`src/rtl/core/linear_probe_hash_table_core_defines.svh`:
```
// ============================================================================
// Linear probe hash table assertion macros
// Shared concurrent assertion forms, clocked on clk and quiet in reset.
// ============================================================================
`ifndef LINEAR_PROBE_HASH_TABLE_CORE_DEFINES_SVH
`define LINEAR_PROBE_HASH_TABLE_CORE_DEFINES_SVH

// Check a consequence in the same cycle as its trigger
`define LPHT_ASSERT_NOW(label, ante, cons, msg) \
    label: assert property (@(posedge clk) disable iff (!rst_n) (ante) |-> (cons)) \
        else $error(msg);

// Check a consequence in the cycle after its trigger
`define LPHT_ASSERT_NEXT(label, ante, cons, msg) \
    label: assert property (@(posedge clk) disable iff (!rst_n) (ante) |=> (cons)) \
        else $error(msg);

`endif

```
`src/rtl/core/lpht_pkg.sv`:
```
// ============================================================================
// Linear probe hash table package
// Sizes, command codes and item types used by the hash table core.
// ============================================================================
`default_nettype none

package lpht_pkg;

    // Store geometry
    localparam int CAPACITY  = 16;
    localparam int KEY_BYTES = 8;

    localparam int KEY_W  = 64;
    localparam int SLOT_W = $clog2(CAPACITY);
    localparam int CNT_W  = $clog2(CAPACITY + 1);
    localparam int CFG_W  = 5;

    // Byte sum and remainder datapath
    localparam int SUM_W = $clog2(KEY_BYTES * 255 + 1);
    localparam int MOD_W = SUM_W + CNT_W;
    localparam int BC_W  = $clog2(KEY_BYTES + 1);
    localparam int KC_W  = $clog2(SUM_W + 1);

    // Only the low KEY_BYTES bytes of a key count
    localparam logic [KEY_W-1:0] KEY_MASK = (KEY_BYTES >= 8) ? {KEY_W{1'b1}} :
        ((KEY_W'(1) << (KEY_BYTES * 8)) - KEY_W'(1));

    localparam logic [CNT_W-1:0] SIZE_RESET = CNT_W'((10 > CAPACITY) ? CAPACITY : 10);

    // Command codes
    localparam logic [1:0] CMD_INSERT = 2'd0;
    localparam logic [1:0] CMD_SEARCH = 2'd1;
    localparam logic [1:0] CMD_REMOVE = 2'd2;
    localparam logic [1:0] CMD_NONE   = 2'd3;

    typedef struct packed {
        logic [1:0]  command;
        logic [63:0] key;
    } request_t;

    typedef struct packed {
        logic       success;
        logic [3:0] slot_index;
        logic [4:0] entry_count;
        logic       is_full;
        logic       is_empty;
    } result_t;

endpackage

`default_nettype wire

```
`src/rtl/core/lpht_ram.sv`:
```
// ============================================================================
// Generic single port write, single port read RAM
// One write and one registered read per cycle.
// ============================================================================
`default_nettype none

module lpht_ram #(
    parameter int WIDTH = 64,
    parameter int DEPTH = 16
) (
    input  wire logic                     clk,
    input  wire logic                     we,
    input  wire logic [$clog2(DEPTH)-1:0] waddr,
    input  wire logic [WIDTH-1:0]         wdata,
    input  wire logic                     re,
    input  wire logic [$clog2(DEPTH)-1:0] raddr,
    output logic      [WIDTH-1:0]         rdata
);

    logic [WIDTH-1:0] mem_reg [DEPTH];

    // Write port
    always_ff @(posedge clk)
    begin
        if (we)
        begin
            mem_reg[waddr] <= wdata;
        end
    end

    // Registered read port
    always_ff @(posedge clk)
    begin
        if (re)
        begin
            rdata <= mem_reg[raddr];
        end
    end

endmodule

`default_nettype wire

```
`src/rtl/core/linear_probe_hash_table_core.sv`:
```
// Sequence: a zero key, an unused command, insert into a full table or search/remove on an
//   empty one goes straight to the done strobe after accept; otherwise the key bytes are
//   summed, the sum is reduced modulo the table size, then P probes (1..table_size) each
//   read the key store and then check the slot.
// Flow: one item at a time; busy stays high through the done strobe.
// Reset: table empty, entry count zero, table size 10; the done strobe cannot be stalled.
// ============================================================================
// Linear probe hash table core
// Open addressing hash table with linear probing over a 64-bit key store.
// ============================================================================
`default_nettype none

`include "linear_probe_hash_table_core_defines.svh"

module linear_probe_hash_table_core (
    input  wire logic                          clk,
    input  wire logic                          rst_n,
    input  wire logic                          start,
    output logic                               busy,
    input  wire lpht_pkg::request_t            request,
    output logic                               done,
    output lpht_pkg::result_t                  result,
    input  wire logic                          cfg_we,
    input  wire logic [lpht_pkg::CFG_W-1:0]    cfg_wdata
);

    typedef enum logic [5:0] {
        S_IDLE = 6'b000001,
        S_SUM  = 6'b000010,
        S_MOD  = 6'b000100,
        S_RD   = 6'b001000,
        S_CK   = 6'b010000,
        S_DONE = 6'b100000
    } state_t;

    state_t state_reg, state_next;

    logic [1:0]                       cmd_reg, cmd_next;
    logic [lpht_pkg::KEY_W-1:0]       key_reg, key_next;
    logic [lpht_pkg::KEY_W-1:0]       shift_reg, shift_next;
    logic [lpht_pkg::SUM_W-1:0]       sum_reg, sum_next;
    logic [lpht_pkg::BC_W-1:0]        bcnt_reg, bcnt_next;
    logic [lpht_pkg::KC_W-1:0]        kcnt_reg, kcnt_next;
    logic [lpht_pkg::SLOT_W-1:0]      idx_reg, idx_next;
    logic [lpht_pkg::CNT_W-1:0]       pcnt_reg, pcnt_next;
    logic                             ok_reg, ok_next;
    logic [lpht_pkg::SLOT_W-1:0]      slot_reg, slot_next;
    logic [lpht_pkg::CNT_W-1:0]       count_reg, count_next;
    logic [lpht_pkg::CNT_W-1:0]       size_reg, size_next;
    logic [lpht_pkg::CAPACITY-1:0]    valid_reg, valid_next;
    logic                             rd_valid_reg;

    logic                             ram_we;
    logic [lpht_pkg::KEY_W-1:0]       ram_rdata;

    logic [lpht_pkg::KEY_W-1:0]       key_in;
    logic [lpht_pkg::KEY_W-1:0]       entry;
    logic [lpht_pkg::MOD_W-1:0]       mod_shifted;
    logic [lpht_pkg::MOD_W-1:0]       mod_diff;
    logic                             mod_ge;
    logic [lpht_pkg::SUM_W-1:0]       mod_rem;
    logic [lpht_pkg::SLOT_W-1:0]      idx_inc;
    logic [lpht_pkg::CNT_W-1:0]       cfg_size;
    logic                             fail_early;

    logic                             ins_done;
    logic [lpht_pkg::CNT_W-1:0]       count_inc;

    // Key store
    lpht_ram #(
        .WIDTH (lpht_pkg::KEY_W),
        .DEPTH (lpht_pkg::CAPACITY)
    ) u_store (
        .clk   (clk),
        .we    (ram_we),
        .waddr (idx_reg),
        .wdata (key_reg),
        .re    (state_reg == S_RD),
        .raddr (idx_reg),
        .rdata (ram_rdata)
    );

    // Mask the incoming key and screen items that cannot succeed
    always_comb
    begin
        key_in     = request.key & lpht_pkg::KEY_MASK;
        fail_early = (key_in == '0) || (request.command == lpht_pkg::CMD_NONE) ||
                     ((request.command == lpht_pkg::CMD_INSERT) && (count_reg == size_reg)) ||
                     ((request.command != lpht_pkg::CMD_INSERT) && (count_reg == '0));
    end

    // Clamp a written table size into 1..CAPACITY
    always_comb
    begin
        if (cfg_wdata == '0)
        begin
            cfg_size = lpht_pkg::CNT_W'(1);
        end
        else if (int'(cfg_wdata) > lpht_pkg::CAPACITY)
        begin
            cfg_size = lpht_pkg::CNT_W'(lpht_pkg::CAPACITY);
        end
        else
        begin
            cfg_size = lpht_pkg::CNT_W'(cfg_wdata);
        end
    end

    // Compare-subtract step and probe wrap
    always_comb
    begin
        entry       = rd_valid_reg ? ram_rdata : '0;
        mod_shifted = lpht_pkg::MOD_W'(size_reg) << kcnt_reg;
        mod_ge      = lpht_pkg::MOD_W'(sum_reg) >= mod_shifted;
        mod_diff    = lpht_pkg::MOD_W'(sum_reg) - mod_shifted;
        mod_rem     = mod_ge ? lpht_pkg::SUM_W'(mod_diff) : sum_reg;
        if ((lpht_pkg::CNT_W'(idx_reg) + lpht_pkg::CNT_W'(1)) == size_reg)
        begin
            idx_inc = '0;
        end
        else
        begin
            idx_inc = idx_reg + lpht_pkg::SLOT_W'(1);
        end
    end

    // Sequencer
    always_comb
    begin
        state_next = state_reg;
        cmd_next   = cmd_reg;
        key_next   = key_reg;
        shift_next = shift_reg;
        sum_next   = sum_reg;
        bcnt_next  = bcnt_reg;
        kcnt_next  = kcnt_reg;
        idx_next   = idx_reg;
        pcnt_next  = pcnt_reg;
        ok_next    = ok_reg;
        slot_next  = slot_reg;
        count_next = count_reg;
        size_next  = size_reg;
        valid_next = valid_reg;
        ram_we     = 1'b0;

        case (state_reg)
            S_IDLE:
            begin
                // Take a new item
                if (start)
                begin
                    cmd_next   = request.command;
                    key_next   = key_in;
                    shift_next = key_in;
                    sum_next   = '0;
                    bcnt_next  = '0;
                    ok_next    = 1'b0;
                    slot_next  = '0;
                    state_next = fail_early ? S_DONE : S_SUM;
                end
            end
            S_SUM:
            begin
                // Add one key byte per cycle
                sum_next   = sum_reg + lpht_pkg::SUM_W'(shift_reg[7:0]);
                shift_next = shift_reg >> 8;
                bcnt_next  = bcnt_reg + lpht_pkg::BC_W'(1);
                if (bcnt_reg == lpht_pkg::BC_W'(lpht_pkg::KEY_BYTES - 1))
                begin
                    kcnt_next  = lpht_pkg::KC_W'(lpht_pkg::SUM_W - 1);
                    state_next = S_MOD;
                end
            end
            S_MOD:
            begin
                // Restoring remainder, one bit per cycle
                sum_next  = mod_rem;
                kcnt_next = kcnt_reg - lpht_pkg::KC_W'(1);
                if (kcnt_reg == '0)
                begin
                    idx_next   = lpht_pkg::SLOT_W'(mod_rem);
                    pcnt_next  = '0;
                    state_next = S_RD;
                end
            end
            S_RD:
            begin
                state_next = S_CK;
            end
            S_CK:
            begin
                if (cmd_reg == lpht_pkg::CMD_INSERT)
                begin
                    // Store into the first empty slot
                    if (entry == '0)
                    begin
                        ram_we              = 1'b1;
                        valid_next[idx_reg] = 1'b1;
                        count_next          = count_reg + lpht_pkg::CNT_W'(1);
                        ok_next             = 1'b1;
                        slot_next           = idx_reg;
                        state_next          = S_DONE;
                    end
                end
                else if (entry == '0)
                begin
                    // Stop the search at an empty slot
                    state_next = S_DONE;
                end
                else if (entry == key_reg)
                begin
                    ok_next   = 1'b1;
                    slot_next = idx_reg;
                    if (cmd_reg == lpht_pkg::CMD_REMOVE)
                    begin
                        valid_next[idx_reg] = 1'b0;
                        count_next          = count_reg - lpht_pkg::CNT_W'(1);
                    end
                    state_next = S_DONE;
                end

                // Advance to the next slot or give up after a full lap
                if (state_next == S_CK)
                begin
                    if ((pcnt_reg + lpht_pkg::CNT_W'(1)) == size_reg)
                    begin
                        state_next = S_DONE;
                    end
                    else
                    begin
                        pcnt_next  = pcnt_reg + lpht_pkg::CNT_W'(1);
                        idx_next   = idx_inc;
                        state_next = S_RD;
                    end
                end
            end
            S_DONE:
            begin
                state_next = S_IDLE;
            end
            default:
            begin
                state_next = S_IDLE;
            end
        endcase

        // A size write starts a new, empty table
        if (cfg_we)
        begin
            size_next  = cfg_size;
            valid_next = '0;
            count_next = '0;
        end
    end

    // Control registers
    always_ff @(posedge clk or negedge rst_n)
    begin
        if (!rst_n)
        begin
            state_reg <= S_IDLE;
            count_reg <= '0;
            size_reg  <= lpht_pkg::SIZE_RESET;
            valid_reg <= '0;
        end
        else
        begin
            state_reg <= state_next;
            count_reg <= count_next;
            size_reg  <= size_next;
            valid_reg <= valid_next;
        end
    end

    // Datapath registers
    always_ff @(posedge clk)
    begin
        cmd_reg   <= cmd_next;
        key_reg   <= key_next;
        shift_reg <= shift_next;
        sum_reg   <= sum_next;
        bcnt_reg  <= bcnt_next;
        kcnt_reg  <= kcnt_next;
        idx_reg   <= idx_next;
        pcnt_reg  <= pcnt_next;
        ok_reg    <= ok_next;
        slot_reg  <= slot_next;
        if (state_reg == S_RD)
        begin
            rd_valid_reg <= valid_reg[idx_reg];
        end
    end

    // Result item
    always_comb
    begin
        busy               = (state_reg != S_IDLE);
        done               = (state_reg == S_DONE);
        result.success     = ok_reg;
        result.slot_index  = 4'(slot_reg);
        result.entry_count = 5'(count_reg);
        result.is_full     = (count_reg == size_reg);
        result.is_empty    = (count_reg == '0);
    end

    // Terms for the checks
    always_comb
    begin
        ins_done  = done && result.success && (cmd_reg == lpht_pkg::CMD_INSERT);
        count_inc = count_reg + lpht_pkg::CNT_W'(1);
    end

    // Checks
    `LPHT_ASSERT_NOW(a_count_in_size, 1'b1, count_reg <= size_reg, "entry count above table size")
    `LPHT_ASSERT_NEXT(a_accept_busy, start && !busy, busy, "accepted item did not raise busy")
    `LPHT_ASSERT_NEXT(a_done_idle, done, !busy, "busy held after the done strobe")
    `LPHT_ASSERT_NOW(a_insert_count, ins_done, count_reg == $past(count_inc), "insert count off")

endmodule

`default_nettype wire
```
`config.mk`:
```
export PLATFORM = sky130hd
export DESIGN_NAME = linear_probe_hash_table_core
export DESIGN_NICKNAME = d
export VERILOG_FILES = /design/src/rtl/core/lpht_pkg.sv /design/src/rtl/core/lpht_ram.sv /design/src/rtl/core/linear_probe_hash_table_core.sv
export VERILOG_INCLUDE_DIRS = /design/src /design/src/rtl/core
export SDC_FILE = /design/constraint.sdc
export NUM_CORES = 1
export LEC_CHECK = 0
export BUFFER_PORTS_ARGS = -buffer_cell sky130_fd_sc_hd__buf_2
export CAP_MARGIN = 20
export CORE_ASPECT_RATIO = 0.6
export CORE_MARGIN = 10
export CORE_UTILIZATION = 50
export CTS_BUF_LIST = sky130_fd_sc_hd__clkbuf_4 sky130_fd_sc_hd__clkbuf_8 sky130_fd_sc_hd__clkbuf_16
export DETAILED_ROUTE_END_ITERATION = 8
export GPL_TIMING_DRIVEN = 0
export PLACE_DENSITY = 0.66
export SLEW_MARGIN = 20
export SYNTH_ARGS = -nofsm -noshare
export SYNTH_HDL_FRONTEND = slang
export SYNTH_SLANG_ARGS = --single-unit
export TNS_END_PERCENT = 10
```
`constraint.sdc`:
```
create_clock -name clk -period 19.9 [get_ports clk]
set_input_delay 1.99 -clock clk [delete_from_list [all_inputs] [get_ports clk]]
set_output_delay 1.99 -clock clk [all_outputs]
set_load 0.02 [all_outputs]
```
-- Word level (Yosys, flattened, before mapping)
Memory sizes are Yosys's and may differ from the RTL's. A register that Yosys moved wholly into a read port is not among the register bits.
Cells that the tools add are included.
- memories: 1
- logic and storage cells: 158
- flip-flop bits (word level): 196
- output and inout bits: 14
- bits in writable memories: 1024
- input bits: 75
- memories (name ; words ; bits a word ; rd ports ; clocked after memory_dff ; wr ports ; line ; source):
    u_store.mem_reg ; 16 ; 64 ; 1 ; 1 ; 1 ; lpht_ram.sv:20 ; logic [WIDTH-1:0] mem_reg [DEPTH];
- equality and inequality tests: 26
- bitwise logic cells: 3
- multiplexer cells: 67
- magnitude comparators: 4
- $add $sub $neg: 9
- shift-type cells: 1
- reductions and logical operators: 31
- operators by type and width (cell ; count):
    $logic_not A64 Y1 ; 2
    $mux W64 ; 2
    $pmux W64 S2 ; 1
    $mux W16 ; 7
    $mux W6 ; 11
    $eq A64 B64 Y1 ; 1
    $mux W5 ; 12
    $mux W4 ; 10
    $pmux W11 S3 ; 1
    $pmux W4 S2 ; 4
    $pmux W6 S5 ; 1
    $mux W11 ; 2
    $and A16 B16 Y16 ; 1
    $ge A11 B16 Y1 ; 1
    $not A16 Y16 ; 1
    $or A16 B16 Y16 ; 1
    $shl A5 B4 Y16 ; 1
    $eq A5 B5 Y1 ; 3
    $eq A6 B5 Y1 const B ; 2
    $mux W1 ; 12
    $ne A2 B2 Y1 const B ; 6
    $ne A3 B3 Y1 const B ; 4
    $reduce_bool A2 Y1 ; 6
    $add A11 B8 Y11 ; 1
    other kinds (32) ; 48

-- Depth between registers and ports, before layout
Gate-level depths: netlist (run 1).
- depth after elaboration: 12
- depth in mapped cells: 15
- mapped depth without buffers: 14

-- By module
Synthesis (run 1) repeated with hierarchy kept, for this count alone.
- cells, all modules: 2729
- area, all modules: 51433.1 µm²
- by module, submodules not included (module ; area an instance (µm²) ; cells an instance ; times used ; sequential area each (µm²)):
    lpht_ram ; 40222.3 ; 1647 ; 1 ; 32671.3
    linear_probe_hash_table_core ; 11210.8 ; 1082 ; 1 ; 5729.2

-- Worst setup path before layout (run 1)
OpenSTA, ideal clock, no wires.
- kind: reg2reg
- start: register state_reg[2]
- end: register rd_valid_reg (enable)
- path buffers: 0
- data required time: 19319 ps
- arrival: 5796 ps
- slack: 13523 ps
- library setup time: 581 ps
- cell stages (with the launch flop): 3
- clock period less this slack: 6377 ps
- path through: dfrtp_1 > or4_1 > nor3b_1
- cells in the longest elaborated chain, start to end: 1
- RTL lines (element ; line ; source):
    start: declaration ; linear_probe_hash_table_core.sv:36 ; state_t state_reg, state_next;
    start signal: assignment ; linear_probe_hash_table_core.sv:268 ; state_reg <= state_next;
    $eq A6 B4 Y1 ; linear_probe_hash_table_core.sv:288 ; if (state_reg == S_RD)
    end signal: assignment ; linear_probe_hash_table_core.sv:290 ; rd_valid_reg <= valid_reg[idx_reg];
    end: declaration ; linear_probe_hash_table_core.sv:51 ; logic rd_valid_reg;
Every way passes these cells.
A chain may end at the register's enable or synchronous reset.

-- Worst setup path after layout (run 1)
- start: register state_reg[3]
- end: output port busy
- cells in the longest elaborated chain, start to end: 1
- RTL lines (element ; line ; source):
    $ne A6 B1 Y1 ; linear_probe_hash_table_core.sv:297 ; busy = (state_reg != S_IDLE);
    end: declaration ; linear_probe_hash_table_core.sv:19 ; output logic busy,
Every way passes these cells.

==> impl_metrics.ini, run 1 <==
[outcome]
outcome = complete, no violations

[global_route]
grt_pass1_wl_mm = 202
grt-ovfl-total = 0
antenna_found_initial = 8
track_usage_pct = 24.7
grt_pass1_vias = 27100
grt_max_degree = 57

[synth]
synth_edf_count = 1252
ys_types = 66
synth.most_common_cell = edfxtp_1
yosys_warnings = 0
ys_seq_area_share_pct = 74.7
synth_flop_cell = edfxtp_1
avgSynthCellArea_um2 = 20.0
synth_seq_cells = 1284
yosys.area.top_type = edfxtp_1
synth_area_mm2 = 0.0514
synth_cells = 2576
ys_top_cells_by_area = edfxtp_1 (73%), mux4_2 (14%), nand2_1 (1.5%)
ys_top_cells_by_count = edfxtp_1 (1252), mux4_2 (325), nand2_1 (210)
synthArstFlopShare_pct = 2.49
synth_nets = 2684
synthDominantCellAreaShare_pct = 73.1

[clocking]
post_cts_buffers = 0
cts_buffer_depth = 3
cts_tree = yes
post_cts_resized = 0
htree_levels = 3
path_clk_slew_ns = 0.07
clkSinkCount = 1284
clock_latency_ns = 0.73
cts_buffers = 110
cts_hold_buf = 0
cts-root-buf = clkbuf_16

[sta]
fmax_mhz = 206
period_share_pct = 24.4
final.setup_skew_ns = 0.0259
finalMaxSlewViolations = 0
rsz0062_at_grt = no
hold_viol = 0
setup_tns_ns = 0
tightest_slew_ns = 1.23
setup_viol = 0
slew_headroom_pct = 18.2
fin_crit_ns = 4.85
fin_ws_ns = 15.05

[setup_path]
cp.arrival_ns = 2.86
worst-path-max-fanout = 9
cp-start-kind = register
worstSetupPathType = register to output port
critPathRequiredTime_ns = 17.91
crit_path_end_kind = output port

[floorplan]
rows = 90
die_y_um = 268
start_util_pct = 50.8
dieArea_mm2 = 0.116
io_pins = 89
chipWidth_um = 434
core-area_mm2 = 0.101

[detailed_routing]
drtIter0Drc = 4233
wl_mm = 145
wl_met3_mm = 18.9
routedWlPerCell_um = 34.0
top_layer = met5
via_count = 28000
first_pass_iters = 6
ant_nets = 0
wl_met1_mm = 58.8
vias_per_cell = 6.59
post-route-drc-count = 0
wl_met2_mm = 62.6

[layout]
layout.nets = 2939
largest_reg_flops = 1024
drive_gt1_share_pct = 25.1
area.growth.synth_to_final_pct = 14.2

[power]
p_leak_uw = 0.0189
ir_drop_mv = 0.0789
power_density_mw_per_mm2 = 104

[hold_path]
hold_class = register to register

[placement]
place.port_buffers = 88
gp_congestion = 0.959
dp_hpwl_mm = 96.7
post-place-ws_ns = 14.98

[flow_run]
cap_violations = 0
[layout make-up]
cell class	count	area (um^2)
multi-input combinational	1146	12500
timing repair buffer	143	1670
buffer	122	529
clock inverter	69	902
sequential	1284	38400
inverter	24	100
antenna	2	5.00
tap	1334	1670
fill	7277	42500
clock buffer	129	2910
[cells in the final DEF, fill, tap and decap left out, types with 12 or more instances in the layout]
cell type and instances:
buf_12 14, a21oi_1 19, o22ai_1 13, clkinv_1 21, dfrtp_1 29, nand3_1 12, xnor2_1 55, clkbuf_1 67
nand4_1 50, mux4_2 325, nor2_1 77, clkbuf_2 25, a22oi_1 50, buf_2 108, nand2_1 210, and2_1 14
o21ai_0 58, clkinv_2 13, o21a_1 14, edfxtp_1 1252, xor2_1 18, nor3_1 18, nor4bb_1 21, buf_16 31
ha_1 30, inv_1 22, bufinv_16 20, clkbuf_16 110, nor4_1 37, clkbuf_4 17
[metal layers]
metal,vias up,track usage [%]
met1,14700,37.2
met4,8,7.70
met2,1856,34.8
met5,-,0
met3,253,6.90
li1,11200,-
[report_power, final]
group          leakage [uW]  internal (uW)  total, uW  switching (uW)
combinational       0.00526            151        409             257
clock               0.00188           1310       2290             985
sequential           0.0118           3200       3400             200
total                0.0189           4660       6100            1440
[worst max-delay path, stage by stage, from the launching register on]
cell and delay [ns]:
dfrtp_1 0.37, clkbuf_1 0.19, nor3_1 0.33, nand2b_1 0.15, nor3b_1 0.64, inv_1 0.21, buf_2 0.25
[cells by family after synthesis]
family | share of synthesized area (%)
xor gates and xnor gates | 1.24
AOI/OAI and AO/OA | 2.48
muxes | 14.6
and+or+nand+nor | 5.01
buffers and inverters | 1.12
adders and majority gates | 0.847
DFF | 74.7
[stage by stage]
step	util (%)	std cells	total power, uW	hold WS (ns)	area (um^2)
after floorplan	-	2576	3630	0.484	51400
final	58.0	4253	6100	0.509	58700
after global placement	52.9	3998	3810	0.499	53500
after global routing	58.0	4251	6270	0.527	58700
after detailed placement	54.2	4052	3850	0.494	54900
after CTS	58.0	4250	6110	0.504	58700
[worst paths after layout]
path | startpoint | end | slack (ns) | cells after the start
max | state_reg[3] | busy | 15.05 | 6
min | shift_reg[18] | shift_reg[10] | 0.51 | 2
max reg2reg | u_store.rdata[1] | u_store.mem_reg[5][50] | 15.09 | 12
min reg2reg | shift_reg[18] | shift_reg[10] | 0.51 | 2
max in group asynchronous | rst_n | valid_reg[3] | 18.06 | 1
min in group asynchronous | rst_n | count_reg[2] | 1.33 | 1
No activity file was read; power rests on OpenSTA's default activity.
==> run 2, diff against run 1 <==
PLACE_DENSITY = 0.68   (was 0.66)
clock period = 4.2 ns   (was 19.9 ns; I/O delays follow)
==> impl_metrics.ini, run 2 (same netlist as run 1, synthesis figures left out) <==
[outcome]
outcome = complete, no violations

[hold_path]
hold_depth = 1
hold_class = primary input to register
worstHoldStart = request[40]
min_to = key_reg[40]

[global_route]
grt_pass1_vias = 27500
antenna_found_initial = 8
grt_pass1_wl_mm = 200
grt_max_degree = 58
track_usage_pct = 23.9
grt-ovfl-total = 0

[sta]
setup_viol = 0
tightest_slew_ns = 1.11
finalMaxSlewViolations = 0
setup_tns_ns = 0
slew_headroom_pct = 25.3
rsz0062_at_grt = no
hold_viol = 0
fmax_mhz = 243
period_share_pct = 98.0
fin_crit_ns = 4.11
final.setup_skew_ns = 0.0265

[placement]
dpl-instance-area_mm2 = 0.0548
dp_hpwl_mm = 91.3
gp_congestion = 0.930
placed_cells = 4047
place.port_buffers = 88

[floorplan]
die_y_um = 268
dieArea_mm2 = 0.116
core-area_mm2 = 0.101
start_util_pct = 50.8
chipWidth_um = 434
io_pins = 89
rows = 90

[detailed_routing]
wl_met2_mm = 60.8
drtIter0Drc = 4797
first_pass_iters = 6
top_layer = met5
wl_met1_mm = 57.1
wl_met3_mm = 18.4
ant_nets = 0
via_count = 28500
post-route-drc-count = 0
vias_per_cell = 6.61
routedWlPerCell_um = 32.4
wl_mm = 140

[layout]
fillers = 7142
final_area_mm2 = 0.0591
multi_input_area_mm2 = 0.0126
drive_gt1_share_pct = 24.5
final_cells = 4318
layout.nets = 3007
area.growth.synth_to_final_pct = 15.0
largest_reg_flops = 1024
layout_commonest_cell = edfxtp_1
layout.area.seq_mm2 = 0.0384
final_cell_mix = edfxtp_1 (1252), mux4_2 (325), nand2_1 (210), clkbuf_16 (110), buf_2 (101)

[flow_run]
cap_violations = 0

[setup_path]
crit_path_end_kind = register
reg2reg_from = key_reg[12]
worstSetupPathType = register to register
cp-start-kind = register
rrSetupSlack_ns = 0.09
cp.arrival_ns = 4.44
rr_worst_depth = 7
startpoint = key_reg[12]
worst-path-max-fanout = 19
critPathRequiredTime_ns = 4.53
worstReg2RegEnd = ok_reg

[power]
p_leak_uw = 0.0190
p_int_uw = 21400
pwr-share-seq_pct = 57.3
ir_drop_mv = 0.382
pwr-share-comb_pct = 7.0
netSwitchingPower_uw = 6770
finalPower_uw = 28200
p_clk_share_pct = 35.8
swShare_pct = 24.1
power_density_mw_per_mm2 = 477

[clocking]
clkSinkCount = 1284
path_clk_slew_ns = 0.07
cts_tree = yes
htree_levels = 3
cts-root-buf = clkbuf_16
cts_buffers = 107
clock_latency_ns = 0.72
cts_buffer_depth = 3
==> run 2: layout make-up <==
class / count / share of cell area (%)
Buffer: 121 / 0.875
Clock inverter: 67 / 1.05
Tap cell: 1334 / 2.83
Sequential cell: 1284 / 65.0
Multi-Input combinational cell: 1146 / 21.3
Antenna cell: 4 / 0.0169
Timing Repair Buffer: 215 / 3.98
Inverter: 24 / 0.169
Clock buffer: 123 / 4.82
==> run 2: how the worst max path moves through the flow <==
stage / to / slack (ns) / depth (start not counted)
after floorplan: u_store.mem_reg[10][0] / -1.02 / 10
after global routing: idx_reg[1] / 0.02 / 14
after global placement: u_store.mem_reg[6][38] / -5.63 / 10
final: ok_reg / 0.09 / 7
after detailed placement: u_store.mem_reg[4][37] / -0.52 / 9
after CTS: u_store.mem_reg[10][38] / -0.0008 / 12
==> run 2: per-layer routing <==
layer,global-route usage (%),vias to the layer above
met1,36.9,14900
met5,0,-
met4,5.84,4
met2,34.1,2041
met3,6.16,247
li1,-,11300
==> run 2: power groups by stage <==
stage	logic, uW	registers, uW	clock network (uW)
after global placement	1730	16300	0
after CTS	1920	16100	10200
after floorplan	1280	15900	0
final	1960	16100	10100
after global routing	2140	16200	10700
after detailed placement	1860	16400	0
==> run 2: through the flow <==
step / utilization [%] / hold slack (ns) / setup WS (ns)
2_1_floorplan: - / 0.124 / -1.02
3_3_place_gp: 52.9 / 0.496 / -5.63
3_5_place_dp: 54.1 / 0.494 / -0.525
4_1_cts: 58.2 / 0.00118 / -0.000781
5_1_grt: 58.4 / 0.00445 / 0.0242
6_report: 58.4 / 0.0438 / 0.0853
==> run 2: worst max-delay path: stages, from the launching register on <==
cell and delay (ns):
edfxtp_1 0.73, nor4bb_1 0.43, a22oi_1 0.14, a22oi_1 0.31, nand4_1 0.32, nor4_4 0.73
nand2_1 0.13, a311oi_1 0.93
==> run 2: timing repair <==
item	CTS	global route
endpoints found under the setup margin	709	126
hold endpoints to repair	92	0
hold buffers	62	0
pin swaps	4	1
setup buffers	9	5
resized for setup	7	7
